$ cat src/rtl/lfr_pkg.sv
package lfr_pkg;

  localparam int unsigned SAMPLE_BITS  = 24;
  localparam int unsigned CFG_W        = 21;
  localparam int unsigned FRAC_BITS    = 16;
  localparam int unsigned MAX_BINS_DEF = 64;
  localparam int unsigned LANES        = 4;

  localparam logic [CFG_W-1:0] FACTOR_RST = CFG_W'(65536);
  localparam logic [CFG_W-1:0] RECIP_RST  = CFG_W'(65536);

  // Configuration register indexes
  typedef enum logic [1:0] {
    CFG_FACTOR = 2'd0,
    CFG_RECIP  = 2'd1,
    CFG_PAIR   = 2'd2
  } lfr_cfg_idx_e;

  // Sequencer states, one-hot
  typedef enum logic [5:0] {
    ST_LOAD  = 6'b000001,
    ST_LIMIT = 6'b000010,
    ST_POS   = 6'b000100,
    ST_READ  = 6'b001000,
    ST_MUL   = 6'b010000,
    ST_SUM   = 6'b100000
  } lfr_state_e;

  typedef struct packed {
    logic signed [SAMPLE_BITS-1:0] first_re;
    logic signed [SAMPLE_BITS-1:0] first_im;
    logic signed [SAMPLE_BITS-1:0] second_re;
    logic signed [SAMPLE_BITS-1:0] second_im;
    logic                          frame_end;
  } lfr_in_t;

  typedef struct packed {
    logic signed [SAMPLE_BITS-1:0] out_re;
    logic signed [SAMPLE_BITS-1:0] out_im;
    logic                          written;
    logic                          run_end;
  } lfr_out_t;

  // Per-lane strobes from the sequencer
  typedef struct packed {
    logic wr_en;
    logic rd_en;
    logic mul_en;
  } lfr_lane_ctrl_t;

  // Selection flags for the merging stage
  typedef struct packed {
    logic act;
    logic ok;
    logic pair;
    logic last;
  } lfr_sel_t;

endpackage

$ cat src/rtl/lfr_merge.sv
module lfr_merge import lfr_pkg::*; (
  input  logic                          clk_i,
  input  logic                          rst_ni,
  input  logic                          load_i,
  input  lfr_sel_t                      sel_i,
  input  logic signed [SAMPLE_BITS-1:0] a_re_i,
  input  logic signed [SAMPLE_BITS-1:0] a_im_i,
  input  logic signed [SAMPLE_BITS-1:0] b_re_i,
  input  logic signed [SAMPLE_BITS-1:0] b_im_i,
  output logic                          free_o,
  input  logic                          out_ready_i,
  output logic                          out_valid_o,
  output lfr_out_t                      out_data_o
);

  logic                        valid_q;
  lfr_out_t                    data_q, data_d;
  logic signed [SAMPLE_BITS:0] avg_re, avg_im;
  logic                        use_val;

  assign avg_re  = {a_re_i[SAMPLE_BITS-1], a_re_i} + {b_re_i[SAMPLE_BITS-1], b_re_i};
  assign avg_im  = {a_im_i[SAMPLE_BITS-1], a_im_i} + {b_im_i[SAMPLE_BITS-1], b_im_i};
  assign use_val = sel_i.act & sel_i.ok;

  always_comb begin
    data_d = '0;
    if (use_val) begin
      if (sel_i.pair) begin
        data_d.out_re = avg_re[SAMPLE_BITS:1];
        data_d.out_im = avg_im[SAMPLE_BITS:1];
      end else begin
        data_d.out_re = a_re_i;
        data_d.out_im = a_im_i;
      end
    end
    data_d.written = sel_i.pair | use_val;
    data_d.run_end = sel_i.last;
  end

  assign free_o = ~valid_q | out_ready_i;

  always_ff @(posedge clk_i or negedge rst_ni) begin
    if (!rst_ni) begin
      valid_q <= 1'b0;
    end else if (load_i) begin
      valid_q <= 1'b1;
    end else if (out_ready_i) begin
      valid_q <= 1'b0;
    end
  end

  always_ff @(posedge clk_i) begin
    if (load_i) begin
      data_q <= data_d;
    end
  end

  assign out_valid_o = valid_q;
  assign out_data_o  = data_q;

endmodule

$ cat config.mk
export PLATFORM = sky130hd
export DESIGN_NAME = lfr_merge
export DESIGN_NICKNAME = d
export VERILOG_FILES = /design/src/rtl/lfr_pkg.sv /design/src/rtl/lfr_merge.sv
export SDC_FILE = /design/constraint.sdc
export NUM_CORES = 1
export LEC_CHECK = 0
export ABC_AREA = 1
export BUFFER_PORTS_ARGS = -buffer_cell sky130_fd_sc_hd__buf_2
export CAP_MARGIN = 30
export CORE_MARGIN = 4
export CORE_UTILIZATION = 42
export DETAILED_ROUTE_END_ITERATION = 10
export HOLD_SLACK_MARGIN = 0.1
export PLACE_DENSITY = 0.66
export SLEW_MARGIN = 15
export SYNTH_ARGS = -nofsm -noshare
export SYNTH_HDL_FRONTEND = slang
export SYNTH_SLANG_ARGS = --single-unit
$ cat constraint.sdc
create_clock -name clk_i -period 0.8 [get_ports clk_i]
set_input_delay 0.04 -clock clk_i [delete_from_list [all_inputs] [get_ports clk_i]]
set_output_delay 0.04 -clock clk_i [all_outputs]
set_load 0.01 [all_outputs]
==> qor.yml <==
synth_cell_types: 28
grt_pass1_vias: 6672
rsz0062_at_grt: "true"
ys_async_sr_fraction_pct: 1.96
worst_setup_path_end_kind: "flop"
start_kind: "input port"
finalSetupViolations: 98
netlist_instances: 1030
hold_path_class: "in -> reg"
crit_arrival_ps: 1380
antenna-diode-count: 0
drive_gt1_share_pct: 46.5
worstSetupPathType: "in -> reg"
crit_path_frequent_cell: "nand2_4"
ys_ff_latch: 51
cts_tree: "built"
antenna_found_initial: 0
gp_congestion: 0.912
dieWidth_um: 128
utilization_pct: 74.4
final_antenna_net_count: 0
drt_iter0_drc: 449
ys_warn_count: 0
cts-htree-levels: 2
dp_hpwl_um: 15500
finalWorstPathRequiredPeriod_ps: 1320
cp_slowest_cell: "ha_4"
grt_use_total_pct: 24.5
hold_viol: 0
placed_cell_area_um2: 8520
port_buffers: 155
via_per_inst: 4.82
grt_max_degree: 48
maxSlewHeadroom_pct: 83.9
setup_ws_ps: -521
fin_worst_skew_ps: 0
p_leak_nw: 5.43
fp-row-count: 43
report.final.slew_viol_count: 0
ir_worst_vdd_mv: 0.830
clock_sinks: 51
clockBufferDepth: 2
design.die.area_um2: 16300
clk_latency_ps: 310
max_freq_mhz: 757
clkTransAtPathRegs_ps: 80
cp.required_ps: 860
cts.root.buffer_cell: "clkbuf_16"
core_um2: 13900
cp_top_family: "compound AO/OA/AOI/OAI gates"
cap_violations: 0
ios: 156
drtPass1Iterations: 5
cts_buffers: 5
worstMarginPinSlew_ps: 242
mostFrequentLayoutCells: "nand2_1, inv_1, nor2_1"
layout.nets: 1445
num_vias: 7112
final_area_um2: 10400
status: "finished with violations"
ys.flop_type: "edfxtp_1"
syn_avg_cell_area_um2: 5.83
finalCritPeriodShare_pct: 165
synth-edff-count: 50
crit_path_cell_trace: "buf_8, ha_4, nand2_4, nand2_4, a21oi_4, nand2_8, buf_6, xor2_1, o21ai_1, inv_1"
synth_area_um2: 6000
failed_checks: "setup timing"
crit_buf_inv: 3
wl_per_cell_um: 14.5
die_h_um: 128
syn-num-nets: 1182
syn2layout_area_growth_pct: 72.7
hold_ws_ps: 110
initial_utilization_pct: 43.1
final_common_cell: "nand2_1"
grt_pass1_wl_um: 32400
gr-total-overflow: 0
cp_max_fo: 4
slowest_delay_ps: 270
yosysSeqAreaShare_pct: 25.4
p_per_area_nw_per_um2: 1200
remaining_drc_errors: 0
wl_um: 21400
## worst min-delay path, cell delays in order
cell     delay, ps
buf_6           80
nor2_1          30
nor2_1          70
nand2_1         60
inv_1           40
## cell families (layout without fill, tap and decap cells)
kind of cell             count (synthesis)  in the layout  share of synthesized area, %
flip-flops                              51             51                          25.4
adder cells (fa/ha/maj)                 48             48                          10.3
AO/OA/AOI/OAI                           61             61                          5.44
XOR/XNOR                                15             15                          2.19
buffers and inverters                  239            503                          15.0
AND/OR/NAND/NOR                        616            616                          41.7
## metrics by stage
| stage | setup TNS, ps | worst slack, ps | cells | power [W] |
|---|---|---|---|---|
| 3_5_place_dp | -35340 | -913 | 1433 | 0.00826 |
| 3_3_place_gp | -34560 | -868 | 1433 | 0.00822 |
| 5_1_grt | -26950 | -594 | 1474 | 0.0132 |
| 4_1_cts | -20990 | -482 | 1465 | 0.0118 |
| 6_report | -22430 | -521 | 1474 | 0.0125 |
| 2_1_floorplan | -20350 | -615 | 1030 | 0.00637 |
## worst paths after layout
kind	endpoint	cells after the start	from	slack, ps
worst max-delay path	out_data_o[8]	10	a_im_i[4]	-520
worst min-delay path	out_data_o[21]	5	a_im_i[19]	110
worst max register to register	out_valid_o	4	out_valid_o	10
worst min register to register	out_valid_o	4	out_valid_o	720
max in group asynchronous	out_valid_o	3	rst_ni	120
min in group asynchronous	out_valid_o	3	rst_ni	570
## flip-flops by register name (all words and copies together) (netlist names)
| name | count |
|---|---|
| out_data_o | 50 |
| out_valid_o | 1 |
## timing repair
item,4_1_cts,5_1_grt
endpoints found under the hold margin,3,0
pin swaps,138,101
endpoints found under the setup margin,98,100
hold buffers,3,0
buffers inserted,22,11
gates resized for setup,229,164
## where the power goes
| part | switching (W) | internal, W |
|---|---|---|
| Clock | 0.00117 | 0.00156 |
| Combinational | 0.00351 | 0.00297 |
| Sequential | 0.0000711 | 0.00318 |
| Total | 0.00474 | 0.00771 |
## cell usage after synthesis (all sizes together), types with 2 or more instances
master | instances | share of area, %
clkbuf | 9 | 0.56
or2 | 2 | 0.21
buf | 6 | 0.46
a21o | 5 | 0.63
o21ai | 24 | 2.0
nand4 | 14 | 1.5
nand3 | 66 | 5.6
nor3 | 4 | 0.33
a21oi | 29 | 2.4
and2 | 3 | 0.31
ha | 46 | 9.6
inv | 224 | 14
nand2 | 368 | 23
xor2 | 14 | 2.0
nand3b | 3 | 0.38
o211ai | 2 | 0.25
edfxtp | 50 | 25
fa | 2 | 0.67
nor2 | 156 | 10
## routing by layer
metal	global-route usage, %	part of all wire (%)	vias to the layer above
li1	-	-	3663
met1	35.7	46	3208
met2	38.6	46	213
met4	5.30	1.6	0
met5	0	0	-
met3	3.26	5.6	28
## area by class of cell
cell class,count,area [um^2]
fill,1095,3560
timing repair buffer,271,2190
multi-input combinational,740,5390
clock inverter,2,35.0
sequential,51,1530
inverter,224,856
tap,180,225
clock buffer,6,139
(Power assumes the default switching activity.)
