<file path="src/rtl/lfr_pkg.sv">
package lfr_pkg;

  localparam int unsigned SAMPLE_BITS  = 24;
  localparam int unsigned CFG_W        = 21;
  localparam int unsigned FRAC_BITS    = 16;
  localparam int unsigned MAX_BINS_DEF = 64;
  localparam int unsigned LANES        = 4;

  localparam logic [CFG_W-1:0] FACTOR_RST = CFG_W'(65536);
  localparam logic [CFG_W-1:0] RECIP_RST  = CFG_W'(65536);

  // Configuration register indexes
  typedef enum logic [1:0] {
    CFG_FACTOR = 2'd0,
    CFG_RECIP  = 2'd1,
    CFG_PAIR   = 2'd2
  } lfr_cfg_idx_e;

  // Sequencer states, one-hot
  typedef enum logic [5:0] {
    ST_LOAD  = 6'b000001,
    ST_LIMIT = 6'b000010,
    ST_POS   = 6'b000100,
    ST_READ  = 6'b001000,
    ST_MUL   = 6'b010000,
    ST_SUM   = 6'b100000
  } lfr_state_e;

  typedef struct packed {
    logic signed [SAMPLE_BITS-1:0] first_re;
    logic signed [SAMPLE_BITS-1:0] first_im;
    logic signed [SAMPLE_BITS-1:0] second_re;
    logic signed [SAMPLE_BITS-1:0] second_im;
    logic                          frame_end;
  } lfr_in_t;

  typedef struct packed {
    logic signed [SAMPLE_BITS-1:0] out_re;
    logic signed [SAMPLE_BITS-1:0] out_im;
    logic                          written;
    logic                          run_end;
  } lfr_out_t;

  // Per-lane strobes from the sequencer
  typedef struct packed {
    logic wr_en;
    logic rd_en;
    logic mul_en;
  } lfr_lane_ctrl_t;

  // Selection flags for the merging stage
  typedef struct packed {
    logic act;
    logic ok;
    logic pair;
    logic last;
  } lfr_sel_t;

endpackage

</file>
<file path="src/rtl/lfr_lane.sv">
module lfr_lane import lfr_pkg::*; #(
  parameter int unsigned MAX_BINS = MAX_BINS_DEF,
  localparam int unsigned AW = $clog2(MAX_BINS)
) (
  input  logic                          clk_i,
  input  lfr_lane_ctrl_t                ctrl_i,
  input  logic [AW-1:0]                 wr_addr_i,
  input  logic signed [SAMPLE_BITS-1:0] wr_data_i,
  input  logic [AW-1:0]                 rd_addr0_i,
  input  logic [AW-1:0]                 rd_addr1_i,
  input  logic [FRAC_BITS-1:0]          frac_i,
  output logic signed [SAMPLE_BITS-1:0] res_o
);

  localparam int unsigned PW = SAMPLE_BITS + FRAC_BITS + 2;
  localparam logic signed [PW-1:0] RoundC = PW'(1) << (FRAC_BITS - 1);

  logic signed [SAMPLE_BITS-1:0] mem_q [MAX_BINS];
  logic signed [SAMPLE_BITS-1:0] rd0_q, rd1_q;
  logic signed [PW-1:0]          prod0_q, prod1_q;
  logic [FRAC_BITS:0]            wgt0, wgt1;
  logic signed [PW-1:0]          sum;

  // Weights: lower neighbor gets 1 - f, upper neighbor gets f
  assign wgt0 = (FRAC_BITS+1)'(1) << FRAC_BITS;
  assign wgt1 = {1'b0, frac_i};

  always_ff @(posedge clk_i) begin
    if (ctrl_i.wr_en) begin
      mem_q[wr_addr_i] <= wr_data_i;
    end
    if (ctrl_i.rd_en) begin
      rd0_q <= mem_q[rd_addr0_i];
      rd1_q <= mem_q[rd_addr1_i];
    end
    if (ctrl_i.mul_en) begin
      prod0_q <= PW'(rd0_q) * PW'($signed({1'b0, wgt0 - wgt1}));
      prod1_q <= PW'(rd1_q) * PW'($signed({1'b0, wgt1}));
    end
  end

  // Round half up, then floor shift back to sample scale
  assign sum   = prod0_q + prod1_q + RoundC;
  assign res_o = sum[SAMPLE_BITS+FRAC_BITS-1:FRAC_BITS];

endmodule

</file>
<file path="config.mk">
export PLATFORM = sky130hd
export DESIGN_NAME = lfr_lane
export DESIGN_NICKNAME = d
export VERILOG_FILES = /design/src/rtl/lfr_pkg.sv /design/src/rtl/lfr_lane.sv
export SDC_FILE = /design/constraint.sdc
export NUM_CORES = 2
export LEC_CHECK = 0
export BUFFER_PORTS_ARGS = -buffer_cell sky130_fd_sc_hd__buf_4
export CORE_MARGIN = 10
export CORE_UTILIZATION = 50
export DETAILED_ROUTE_END_ITERATION = 8
export PLACE_DENSITY = 0.68
export SYNTH_ARGS = -nofsm -noshare
export SYNTH_HDL_FRONTEND = slang
export SYNTH_SLANG_ARGS = --single-unit
</file>
<file path="constraint.sdc">
create_clock -name clk_i -period 9.9 [get_ports clk_i]
set_input_delay 2.97 -clock clk_i [delete_from_list [all_inputs] [get_ports clk_i]]
set_output_delay 2.97 -clock clk_i [all_outputs]
set_load 0.02 [all_outputs]
</file>
==> flow_summary.toml <==
[outcome]
status = "complete, no violations"

[cts]
numCtsBuffers = 174
cts_tree = "built"
cts_buffer_depth = 3
htreeDepth = 4
ctsHoldBuffers = 0
root_buffer = "clkbuf_16"
path_clk_slew_ns = 0.06
worst_skew_pair.late_latency_ns = 0.84
cts_num_sinks = 1664

[global_routing]
track_usage = 0.241
grt_max_degree = 120
grt_pass1_vias = 62800
antenna_found_initial = 22
grt_pass1_wl_um = 406000
overflow = 0

[critical_path]
critPathMostFrequentCell = "fa_1"
cp.arrival_ns = 10.01
startpoint_type = "input port"
crit_start = "frac_i[6]"
cp-end-kind = "flip-flop"
path_max_fanout = 6
reg2reg_from = "rd1_q[12]"
endpoint = "prod0_q[38]"
rrSetupSlack_ns = 2.75
criticalPathCategory = "in -> reg"
required_ns = 10.44
r2r_cells = 24
slowest_stage = "or4_1"
reg2reg_to = "prod1_q[37]"
cpPeakStageDelay_ns = 0.57

[drt]
drt_iter0_drc = 5833
first_pass_iters = 5
via_per_inst = 6.19
routed_wl_um = 268000
wl_per_cell_um = 28.4
drc = 0
vias = 58300
ant_nets = 0

[finish]
final_common_cell = "edfxtp_1"
multi_input_area_mm2 = 0.0498
syn_to_final_growth_pct = 10.7
seq_area_mm2 = 0.0500
most-common-layout-cells = "edfxtp_1 (1664), mux4_2 (1008), inv_1 (883), fa_1 (761), nand2_1 (527)"
nNetsFinal = 7665
fillCellCount = 15900
drive_gt1_frac = 0.252

[placement]
routabilityCongestion = 0.876
dpl_worst_slack_ns = -0.502
place.port_buffers = 85
hpwl_um = 176000

[timing]
worstMarginPinSlew_ns = 1.21
rsz0062_at_grt = "false"
setup_viol = 0
min_period_ns = 9.47
setup_ws_ns = 0.429
post-route-period-util = 0.957
maxSlewHeadroom = 0.188
hold_viol = 0
clock_skew_ns = 0.0587
clock.fmax_mhz = 106
slew_viol_final = 0

[logic_synthesis]
yosys_warnings = 0
yosys_register_bits = 1664
synthTopCellsByArea = "edfxtp_1 (48%), mux4_2 (22%), fa_1 (15%), ha_1 (3.3%), inv_1 (3.2%)"
yosys.area.top_type = "edfxtp_1"
yosysTopAreaCellShare = 0.481
synthFlopType = "edfxtp_1"
synth_edf_count = 1664
synth.avg_cell_area_um2 = 16.2
synth_area_mm2 = 0.104
async_flop_share = 0
synth.distinct_cells = 63
synth-seq-area-share = 0.481
synth_nets = 7514
synthCells = 6420

[floorplan]
rows = 167
start_util = 0.502
core_area_mm2 = 0.207
die_y_um = 476
num_io_pins = 86
die_x_um = 476
dieArea_mm2 = 0.226

[job]
maxCapViolCount = 0

[hold_path]
hp-class = "reg -> reg"
==> Yosys cell counts, types with 8 or more instances <==
cell      count
o21bai_1     10
and2_1      318
edfxtp_1   1664
inv_1       883
and3_1       13
mux4_2     1008
a21oi_1      73
nor2b_1      13
fa_1        761
a211oi_1     13
ha_1        271
xor2_1       31
nand2b_1     11
nor2_1      128
nand2_1     527
xnor2_1      94
o21a_1       21
clkbuf_1    278
a31oi_1       8
nand3_1      22
nand4_1      14
a21o_1       34
nor3_1       23
buf_1        86
o21ai_0      36
==> metal layers <==
metal  up-vias  global-route usage  routed length, µm
met5         -                   0                 95
met4        14              0.0657               7550
met1     31100               0.322             101000
met3       482              0.0487              24700
li1      24000                   -                  -
met2      2674               0.406             134000
==> cell type report <==
cell class / instances / area share
Inverter: 883 / 0.0288
Sequential cell: 1664 / 0.435
Timing Repair Buffer: 343 / 0.0248
Clock buffer: 211 / 0.0394
Multi-Input combinational cell: 3505 / 0.433
Antenna cell: 8 / 0.000174
Clock inverter: 109 / 0.00972
Tap cell: 2704 / 0.0294
==> kinds of logic (layout without fill, tap and decap cells) <==
kind of cell               count (synthesis)  after routing  synth area share
DFF                                     1664           1664             0.481
adders and majority gates               1032           1032             0.179
and+or+nand+nor                         1103           1103            0.0507
other                                      0              8                 0
muxes                                   1008           1008             0.218
buffers and inverters                   1251           1546            0.0453
AOI/OAI and AO/OA                        237            237            0.0149
xor gates and xnor gates                 125            125            0.0105
==> state kept, by name, indices dropped and copies added, names as in the netlist <==
register,flops
rd0_q,24
prod0_q,40
prod1_q,40
mem_q,1536
rd1_q,24
==> worst min-delay path by stage <==
stage,endpoint,from,cells after the start,slack (ns)
after CTS,prod1_q[0],rd1_q[0],2,0.90
after floorplan,prod1_q[0],rd1_q[0],1,0.60
after global routing,prod1_q[0],rd1_q[0],2,0.95
after detailed placement,prod1_q[0],rd1_q[0],2,0.86
final,prod1_q[0],rd1_q[0],2,0.92
after global placement,prod1_q[0],rd1_q[0],2,0.86
==> worst max-delay path: cells and delay by family <==
kind	cells	cell delay [ns]
buf+inv	6	0.66
xor+xnor	1	0.08
simple gates	4	1.44
fa+ha+maj	7	3.19
compound gates	9	1.68
==> stage by stage <==
| step | utilization | cell area (µm²) | TNS (ns) | instances | hold slack (ns) |
|---|---|---|---|---|---|
| floorplan | - | 104000 | 0 | 6420 | 0.601 |
| CTS | 0.556 | 115000 | 0 | 9419 | 0.905 |
| finish | 0.556 | 115000 | 0 | 9427 | 0.920 |
| global route | 0.556 | 115000 | 0 | 9420 | 0.953 |
| global placement | 0.528 | 109000 | -3.37 | 9099 | 0.860 |
| detailed placement | 0.528 | 109000 | -4.14 | 9099 | 0.861 |
==> repair_timing <==
action | CTS | global route
setup buffers | 0 | 0
setup endpoints to repair | 0 | 1
resized for setup | 0 | 1
Power is left out: the tool's default activity adds up to more than one toggle a clock period on the data nets, which glitch-free logic cannot reach.
